## config.mk

```make
export PLATFORM = sky130hd
export DESIGN_NAME = vfc_useq
export DESIGN_NICKNAME = d
export VERILOG_FILES = /design/src/rtl/vfc_pkg.sv /design/src/rtl/vfc_useq.sv
export SDC_FILE = /design/constraint.sdc
export NUM_CORES = 1
export LEC_CHECK = 0
export BUFFER_PORTS_ARGS = -buffer_cell sky130_fd_sc_hd__clkbuf_2
export CAP_MARGIN = 20
export CORE_ASPECT_RATIO = 0.8
export CORE_MARGIN = 5
export CORE_UTILIZATION = 30
export DETAILED_ROUTE_END_ITERATION = 10
export SKIP_CTS_REPAIR_TIMING = 1
export SLEW_MARGIN = 20
export SYNTH_ARGS = -nofsm -noshare
export SYNTH_HDL_FRONTEND = slang
export SYNTH_SLANG_ARGS = --single-unit
```

## constraint.sdc

```tcl
create_clock -name clk -period 4.95 [get_ports clk]
set_input_delay 0.7425 -clock clk [delete_from_list [all_inputs] [get_ports clk]]
set_output_delay 0.7425 -clock clk [all_outputs]
set_load 0.03 [all_outputs]
```

## src/rtl/vfc_pkg.sv

```systemverilog
`timescale 1ns / 1ps
// vfc_pkg: shared constants, control/status types and the sequencer microcode ROM
// for the voxel face culler. No dependencies.
package vfc_pkg;

    localparam int CHUNK_SIDE_DEF = 64;
    localparam int CODE_BITS_DEF  = 3;

    localparam int COORD_W    = 6;
    localparam int DIR_W      = 3;
    localparam int CODE_IN_W  = 3;
    localparam int NUM_DIRS   = 6;
    localparam int CFG_W      = 6;
    localparam int CFG_IDX_W  = 2;
    localparam int CMD_W      = 2;
    localparam int QUAD_W     = 21;
    localparam int IN_DATA_W  = 24;
    localparam int OUT_DATA_W = 48;

    localparam logic [QUAD_W-1:0] QUAD_LIMIT = 21'd1572863;

    localparam logic [CMD_W-1:0] CMD_WR_VOXEL = 2'd0;
    localparam logic [CMD_W-1:0] CMD_WR_BOUND = 2'd1;
    localparam logic [CMD_W-1:0] CMD_EXAMINE  = 2'd2;
    localparam logic [CMD_W-1:0] CMD_RESTART  = 2'd3;

    localparam logic [CFG_IDX_W-1:0] REG_EMPTY_CODE    = 2'd0;
    localparam logic [CFG_IDX_W-1:0] REG_WATER_CODE    = 2'd1;
    localparam logic [CFG_IDX_W-1:0] REG_NEIGHBOR_MASK = 2'd2;

    localparam logic [CODE_IN_W-1:0] EMPTY_CODE_RST = 3'd0;
    localparam logic [CODE_IN_W-1:0] WATER_CODE_RST = 3'd4;
    localparam logic [NUM_DIRS-1:0]  NMASK_RST      = 6'd0;

    localparam logic [DIR_W-1:0] DIR_PX = 3'd0;
    localparam logic [DIR_W-1:0] DIR_NX = 3'd1;
    localparam logic [DIR_W-1:0] DIR_PY = 3'd2;
    localparam logic [DIR_W-1:0] DIR_NY = 3'd3;
    localparam logic [DIR_W-1:0] DIR_PZ = 3'd4;
    localparam logic [DIR_W-1:0] DIR_NZ = 3'd5;

    localparam int PC_W = 4;
    typedef logic [PC_W-1:0] pc_t;

    // microprogram addresses
    localparam pc_t UPC_CLEAR    = 4'd0;
    localparam pc_t UPC_WAIT     = 4'd1;
    localparam pc_t UPC_EXEC     = 4'd2;
    localparam pc_t UPC_CHECK    = 4'd3;
    localparam pc_t UPC_EV_PX    = 4'd4;
    localparam pc_t UPC_EV_NX    = 4'd5;
    localparam pc_t UPC_EV_PY    = 4'd6;
    localparam pc_t UPC_EV_NY    = 4'd7;
    localparam pc_t UPC_EV_PZ    = 4'd8;
    localparam pc_t UPC_EV_NZ    = 4'd9;
    localparam pc_t UPC_EMIT_PX  = 4'd10;
    localparam pc_t UPC_EMIT_NX  = 4'd11;
    localparam pc_t UPC_EMIT_PY  = 4'd12;
    localparam pc_t UPC_EMIT_NY  = 4'd13;
    localparam pc_t UPC_EMIT_PZ  = 4'd14;
    localparam pc_t UPC_EMIT_NZ  = 4'd15;

    typedef enum logic [1:0] {
        CND_NONE        = 2'd0,
        CND_ALWAYS      = 2'd1,
        CND_NOT_EXAMINE = 2'd2,
        CND_SKIP        = 2'd3
    } cond_t;

    typedef struct packed {
        logic             wait_in;      // take an input word
        logic             clear;        // clearing write at sweep counter
        logic             exec_cmd;     // perform write / restart commands
        logic             rd_en;        // issue store reads
        logic             rd_center;    // read the item voxel, not a neighbor
        logic             latch_center; // capture center code, clear face mask
        logic [DIR_W-1:0] dir;          // read / emit direction
        logic             ev_en;        // judge one face
        logic [DIR_W-1:0] ev_dir;
        logic             emit;         // send face dir if visible
        cond_t            cond;
        pc_t              target;
    } uword_t;

    typedef struct packed {
        logic in_accept;
        logic emit_wait;
        logic clear_done;
        logic not_examine;
        logic skip;
    } ustat_t;

    function automatic uword_t ucode(input pc_t pc);
        uword_t w;
        w        = '0;
        w.cond   = CND_NONE;
        w.target = UPC_WAIT;
        case (pc)
            UPC_CLEAR: w.clear = 1'b1;
            UPC_WAIT:  w.wait_in = 1'b1;
            UPC_EXEC:
            begin
                w.exec_cmd  = 1'b1;
                w.rd_en     = 1'b1;
                w.rd_center = 1'b1;
                w.cond      = CND_NOT_EXAMINE;
            end
            UPC_CHECK:
            begin
                w.latch_center = 1'b1;
                w.rd_en        = 1'b1;
                w.dir          = DIR_PX;
                w.cond         = CND_SKIP;
            end
            UPC_EV_PX:
            begin
                w.rd_en  = 1'b1;
                w.dir    = DIR_NX;
                w.ev_en  = 1'b1;
                w.ev_dir = DIR_PX;
            end
            UPC_EV_NX:
            begin
                w.rd_en  = 1'b1;
                w.dir    = DIR_PY;
                w.ev_en  = 1'b1;
                w.ev_dir = DIR_NX;
            end
            UPC_EV_PY:
            begin
                w.rd_en  = 1'b1;
                w.dir    = DIR_NY;
                w.ev_en  = 1'b1;
                w.ev_dir = DIR_PY;
            end
            UPC_EV_NY:
            begin
                w.rd_en  = 1'b1;
                w.dir    = DIR_PZ;
                w.ev_en  = 1'b1;
                w.ev_dir = DIR_NY;
            end
            UPC_EV_PZ:
            begin
                w.rd_en  = 1'b1;
                w.dir    = DIR_NZ;
                w.ev_en  = 1'b1;
                w.ev_dir = DIR_PZ;
            end
            UPC_EV_NZ:
            begin
                w.ev_en  = 1'b1;
                w.ev_dir = DIR_NZ;
            end
            UPC_EMIT_PX:
            begin
                w.emit = 1'b1;
                w.dir  = DIR_PX;
            end
            UPC_EMIT_NX:
            begin
                w.emit = 1'b1;
                w.dir  = DIR_NX;
            end
            UPC_EMIT_PY:
            begin
                w.emit = 1'b1;
                w.dir  = DIR_PY;
            end
            UPC_EMIT_NY:
            begin
                w.emit = 1'b1;
                w.dir  = DIR_NY;
            end
            UPC_EMIT_PZ:
            begin
                w.emit = 1'b1;
                w.dir  = DIR_PZ;
            end
            UPC_EMIT_NZ:
            begin
                w.emit = 1'b1;
                w.dir  = DIR_NZ;
                w.cond = CND_ALWAYS;
            end
            default: w.cond = CND_NONE;
        endcase
        return w;
    endfunction

endpackage

```

## src/rtl/vfc_useq.sv

```systemverilog
`timescale 1ns / 1ps
// vfc_useq: microprogram sequencer - step counter, control ROM lookup, holds and jumps.
// Depends on vfc_pkg.
module vfc_useq
    import vfc_pkg::*;
(
    input  logic   clk,
    input  logic   rst_n,
    input  ustat_t stat,
    output uword_t ctrl
);

    pc_t   pc_reg;
    pc_t   pc_next;
    logic  hold;
    logic  taken;

    assign ctrl = ucode(pc_reg);

    // stall the step while waiting on input, output slot or the clear sweep
    assign hold = (ctrl.wait_in && !stat.in_accept) || stat.emit_wait ||
                  (ctrl.clear && !stat.clear_done);

    always_comb
    begin
        case (ctrl.cond)
            CND_NONE:        taken = 1'b0;
            CND_ALWAYS:      taken = 1'b1;
            CND_NOT_EXAMINE: taken = stat.not_examine;
            CND_SKIP:        taken = stat.skip;
            default:         taken = 1'b0;
        endcase
    end

    always_comb
    begin
        if (hold)
        begin
            pc_next = pc_reg;
        end
        else if (taken)
        begin
            pc_next = ctrl.target;
        end
        else
        begin
            pc_next = pc_reg + pc_t'(1);
        end
    end

    always_ff @(posedge clk or negedge rst_n)
    begin
        if (!rst_n)
        begin
            pc_reg <= UPC_CLEAR;
        end
        else
        begin
            pc_reg <= pc_next;
        end
    end

endmodule

```

* Word level (Yosys, flattened, before mapping)
Cells that the tools add are included.
Storage, ports and cells: bits in registers 4, bits of input ports 7, logic and storage cells 46
Operators by class: add/sub/neg operators 1, eq/ne operators 18, mux-type cells 11, reduce and logical (&&, ||, !) cells 15
Operators by type and width (count):
- $eq 4x4->1 const B | 8
- $pmux 4 s6 | 1
- $eq 4x3->1 const B | 4
- $pmux 3 s5 | 1
- $reduce_or 2->1 | 5
- $eq 4x2->1 const B | 2
- $reduce_or 7->1 | 1
- $mux 1 | 6
- $pmux 2 s3 | 1
- $reduce_or 6->1 | 1
- $add 4x1->4 const B | 1
- $eq 2x2->1 const B | 2
- $eq 4x1->1 const B | 1
- $logic_not 4->1 | 1
- $mux 4 | 1
- $pmux 1 s4 | 1
- $eq 2x1->1 const B | 1
- $logic_and 1x1->1 | 2
- $logic_not 1->1 | 2
- $logic_not 2->1 | 1
- $logic_or 1x1->1 | 2

* Logic depth before layout (Yosys ltp)
Gate-level depths: netlist (run 1).
depth after elaboration 5, mapped depth 7

* Worst setup path after synthesis (run 1)
Ideal clock, no wire load.
path type reg-to-output, start point reg pc_reg[0], end point out ctrl[10] (netlist bit), data arrival time 1.643 ns, data required time 4.208 ns, setup slack 2.564 ns, stages on the path, launching flop included 6, path buffers 0, cells stage by stage dfrtp_1 -> inv_1 -> ha_1 -> nor2_1 -> nor2b_1 -> o21bai_1
RTL lines:
- start, declared | RTL line vfc_useq.sv:13 | pc_t pc_reg;
- start signal, assigned | RTL line vfc_useq.sv:59 | pc_reg <= pc_next;
- end, declared | RTL line vfc_useq.sv:10 | output uword_t ctrl

==> results.toml, run 1 <==
[critical_path]
cp_cell_sequence = "nor2b_1 -> nor2b_1 -> o21bai_1 -> clkbuf_2"
reg2reg_to = "pc_reg[0]$_DFFE_PN0N_"
rrSetupSlack_ns = 3.04
critical_path.max_fanout = 19
start_kind = "register"
path_delay_family = "flip-flops"
cp_slowest_cell = "dfrtp_1"
critPathKind = "reg2out"
rr_worst_depth = 6
cpPeakStageDelay_ns = 0.73
crit_required_ns = 4.21
path_common_cell = "nor2b_1"
cp_num_buf_inv = 1
rr_startpoint = "pc_reg[0]$_DFFE_PN0N_"
worst-endpoint-arrival_ns = 1.73
worstSetupEndpointType = "output port"

[grt]
grt_pass1_wl_mm = 2.076
grt_start_max_net_pins = 20
grtUsageTotal_pct = 9.040
antenna_found_initial = 0
globalRouteOverflowTotal = 0
grt_pass1_vias = 450

[logic_synthesis]
synth-seq-area-share_pct = 16.19
yosys_warnings = 0
yosys.area.top_type = "dfrtp_1"
yosysTopAreaCellShare_pct = 16.19
synthCells = 71
yosys_register_bits = 4
netlist_top_cells_area = "dfrtp_1 (16%), buf_6 (11%), ha_1 (8.1%)"
syn_area_per_cell_um2 = 8.706
synth_flop_cell = "dfrtp_1"
async_reset_ff_share_pct = 100.0
syn_area_um2 = 618.1
synth-edff-count = 0
synth.distinct_cells = 34

[floorplan]
core_area_mm2 = 0.001927
chipWidth_um = 60.75
die-area_mm2 = 0.003074
ioPinCount = 27
initial_core_util_pct = 32.08
dieHeight_um = 50.60
rows = 14

[clock_network]
clkSinkCount = 4
htree_levels = 1
cts_buffer_depth = 2
numCtsBuffers = 3
clockRootBuffer = "clkbuf_4"
clkTransAtPathRegs_ns = 0.04
cts_tree = "yes"
clk_latency_ns = 0.24

[sta]
slew_violations = 0
relSlewSlack_pct = 55.54
hold_violations = 0
tightest_slew_ns = 0.6669
setup-violations-final = 0
grt_setup_unrepaired = "false"
fin_skew_ns = 0.002460
fin_ws_ns = 2.475
fin_crit_ns = 2.475
fin_setup_tns_ns = 0
clock.fmax_mhz = 404.0
finalCritPeriodShare_pct = 50.00

[status]
status = "complete, no violations"

[detailed_routing]
drcViolationCount = 0
drtAntennaViolNets = 0
wl_per_cell_um = 11.59
vias = 525
drtIter0Drc = 10
via_per_inst = 4.730
firstDrtPassIters = 4
routed_wl_mm = 1.287

[placed_design]
dp_hpwl_mm = 1.004
placedCellCount = 108
place_congestion = 0.7426
pre_cts_slack_ns = 2.704
numPortBuffers = 22

[final_layout]
syn_to_final_growth_pct = 10.53
drive_gt1_share_pct = 36.78
largest_reg_flops = 4
final_nets = 100
diodes = 0
fin_cells = 111

[hold_path]
hp-class = "in2async"

[flow_run]
drv_cap = 0
[worst max path at each step]
stage	startpoint	slack, ns	cells past startpoint	end
floorplan	pc_reg[0]$_DFFE_PN0N_	2.56	5	ctrl[10]
global placement	pc_reg[2]$_DFFE_PN0N_	2.69	4	ctrl[10]
detailed placement	pc_reg[2]$_DFFE_PN0N_	2.70	4	ctrl[10]
CTS	pc_reg[2]$_DFFE_PN0N_	2.45	4	ctrl[10]
global route	pc_reg[2]$_DFFE_PN0N_	2.32	4	ctrl[10]
finish	pc_reg[2]$_DFFE_PN0N_	2.48	4	ctrl[10]
[cell usage after synthesis, drive strengths merged (2+ instances only)]
cell / n
a21boi: 2
o21ai: 2
nand3: 2
nand2: 2
nor3: 2
a31oi: 3
buf: 11
nor2: 4
nor2b: 2
dfrtp: 4
conb: 2
ha: 4
a21oi: 4
inv: 5
and2: 5
o21a: 2
[layer usage]
metal | wire length, µm | global-route usage [%]
met2 | 585 | 13.17
met4 | 25 | 5.415
met1 | 564 | 10.73
met5 | 0 | 0
met3 | 111 | 4.103
[kinds of logic after synthesis]
group,after synthesis,synth area share (%)
AND/OR/NAND/NOR,22,24.49
flip-flops,4,16.19
buffers and inverters,16,20.04
adder cells (fa/ha/maj),4,8.097
multiplexers,2,3.441
XOR/XNOR,1,1.417
AO/OA/AOI/OAI,20,25.10
other,2,1.215
[layout make-up]
class | count | area (µm²)
flip-flops and latches | 4 | 100.1
repair buffers | 22 | 110.1
inverters | 5 | 18.77
well taps | 24 | 30.03
fillers | 210 | 1244
clock buffers | 3 | 22.52
multi-input cells | 53 | 401.6
[placed cells by master, fill, tap and decap left out, drive strengths merged, types with 2 or more instances in the layout]
| master | count |
|---|---|
| a21oi | 4 |
| nand3 | 2 |
| nand2 | 2 |
| a31oi | 3 |
| ha | 4 |
| nor3 | 2 |
| nor2 | 4 |
| dfrtp | 4 |
| o21ai | 2 |
| nor2b | 2 |
| inv | 5 |
| clkbuf | 25 |
| and2 | 5 |
| a21boi | 2 |
| conb | 4 |
| o21a | 2 |
[worst register-to-register path, delay by kind of cell, from the launching register on]
family | cells | cell delay [ns]
AOI/OAI and AO/OA | 2 | 0.56
adders and majority gates | 1 | 0.29
buffers and inverters | 1 | 0.08
DFF | 1 | 0.40
muxes | 1 | 0.29
and+or+nand+nor | 1 | 0.17
[through the flow]
stage               utilization (%)  instance area (µm²)  hold WS [ns]
floorplan                         -                625.6        0.4469
global placement              34.29                660.6        0.5514
detailed placement            34.29                660.6        0.5527
CTS                           35.45                683.2        0.2986
global route                  35.45                683.2        0.2914
finish                        35.45                683.2        0.3039
Power of run 1 is left out: the tool's default activity adds up to more than one toggle a clock period on the data nets, which glitch-free logic cannot reach.
==> run 2: changes to the inputs <==
Clock period 4.95 ns to 2.45 ns, I/O delays scaled along.
==> results.toml, run 2 (synthesized netlist as in run 1, its figures left out) <==
[sta]
finalCritPeriodShare_pct = 85.25
grt_setup_unrepaired = "false"
fin_crit_ns = 2.089
setup-violations-final = 0
relSlewSlack_pct = 56.13
hold_violations = 0
slew_violations = 0
clock.fmax_mhz = 478.8
fin_setup_tns_ns = 0
tightest_slew_ns = 0.6581
fin_skew_ns = 0.0006052

[final_layout]
largest_reg_flops = 4
final_nets = 101
drive_gt1_share_pct = 36.36
diodes = 0
final_common_cell = "clkbuf_2"
syn_to_final_growth_pct = 12.15
mostFrequentLayoutCells = "clkbuf_2 (22), inv_1 (5)"
fin_cells = 112

[status]
status = "complete, no violations"

[detailed_routing]
highest_layer = "met3"
via_per_inst = 4.482
wl_met2_um = 620
drcViolationCount = 0
vias = 502
routed_wl_mm = 1.288
drtAntennaViolNets = 0
firstDrtPassIters = 4
dr_wl_met3_um = 62
drt-met1-wl_um = 605
drtIter0Drc = 8
wl_per_cell_um = 11.50

[floorplan]
initial_core_util_pct = 32.08
dieHeight_um = 50.60
die-area_mm2 = 0.003074
chipWidth_um = 60.75
core_area_mm2 = 0.001927
rows = 14
ioPinCount = 27

[critical_path]
worstSetupEndpointType = "output port"
crit_required_ns = 2.08
critPathKind = "reg2out"
critical_path.max_fanout = 9
cp_slowest_cell = "dfrtp_1"
start_kind = "register"
cp_cell_sequence = "inv_1 -> ha_1 -> nor2_1 -> o21a_1 -> a21oi_1 -> clkbuf_2"
worst-endpoint-arrival_ns = 1.72
cpPeakStageDelay_ns = 0.42

[placed_design]
placedCellCount = 108
place_congestion = 0.8155
dp_hpwl_mm = 1.038
numPortBuffers = 22

[grt]
grtUsageTotal_pct = 8.839
globalRouteOverflowTotal = 0
grt_pass1_vias = 435
grt_start_max_net_pins = 20
antenna_found_initial = 0
grt_pass1_wl_mm = 2.049

[hold_path]
hp-class = "in2async"

[clock_network]
cts_buffer_depth = 2
htree_levels = 1
clkTransAtPathRegs_ns = 0.04
clkSinkCount = 4
clockRootBuffer = "clkbuf_4"
numCtsBuffers = 3
cts_tree = "yes"
clk_latency_ns = 0.23

[flow_run]
drv_cap = 0
## run 2: cell count changes in the layout (fill, tap and decap cells not counted), sizes merged
cell         delta
dlygate4sd3     +1
## run 2: worst paths after layout
| check | startpoint | to | slack (ns) | cells after the start |
|---|---|---|---|---|
| setup / recovery | pc_reg[0]$_DFFE_PN0N_ | ctrl[16] | 0.36 | 6 |
| hold reg to reg | pc_reg[0]$_DFFE_PN0N_ | pc_reg[0]$_DFFE_PN0N_ | 0.62 | 1 |
| hold / removal | rst_n | pc_reg[1]$_DFFE_PN0N_ | 0.48 | 2 |
| min in group clk | stat[3] | pc_reg[1]$_DFFE_PN0N_ | 0.52 | 3 |
| max in group asynchronous | rst_n | pc_reg[2]$_DFFE_PN0N_ | 1.85 | 2 |
| setup reg to reg | pc_reg[0]$_DFFE_PN0N_ | pc_reg[0]$_DFFE_PN0N_ | 0.52 | 6 |
## run 2: metrics by stage
stage | hold slack, ns | setup WS, ns | utilization (%) | area [µm²]
global route | 0.5065 | 0.2173 | 35.97 | 693.2
CTS | -0.06874 | 0.3352 | 35.45 | 683.2
detailed placement | 0.1801 | 0.5118 | 34.29 | 660.6
global placement | 0.1766 | 0.5323 | 34.29 | 660.6
finish | 0.4766 | 0.3613 | 35.97 | 693.2
floorplan | 0.07191 | 0.4392 | - | 625.6
## run 2: worst max-delay path, delay by kind of cell (launching register included)
kind                     cells  cell delay [ns]
buffers and inverters        2             0.33
flip-flops                   1             0.42
AND/OR/NAND/NOR              1             0.11
AO/OA/AOI/OAI                2             0.32
adder cells (fa/ha/maj)      1             0.32
## run 2: per-layer routing
layer	GRT usage, %	vias to the layer above
met1	12.10	222
met4	4.332	0
met5	0	-
met2	12.63	11
li1	-	269
met3	2.308	0
## run 2: cell type report
class	count	area (µm²)
Fill cell	212	1234
Multi-Input combinational cell	53	401.6
Timing Repair Buffer	23	120.1
Sequential cell	4	100.1
Tap cell	24	30.03
Clock buffer	3	22.52
Inverter	5	18.77
Power of run 2 is left out for the same reason.
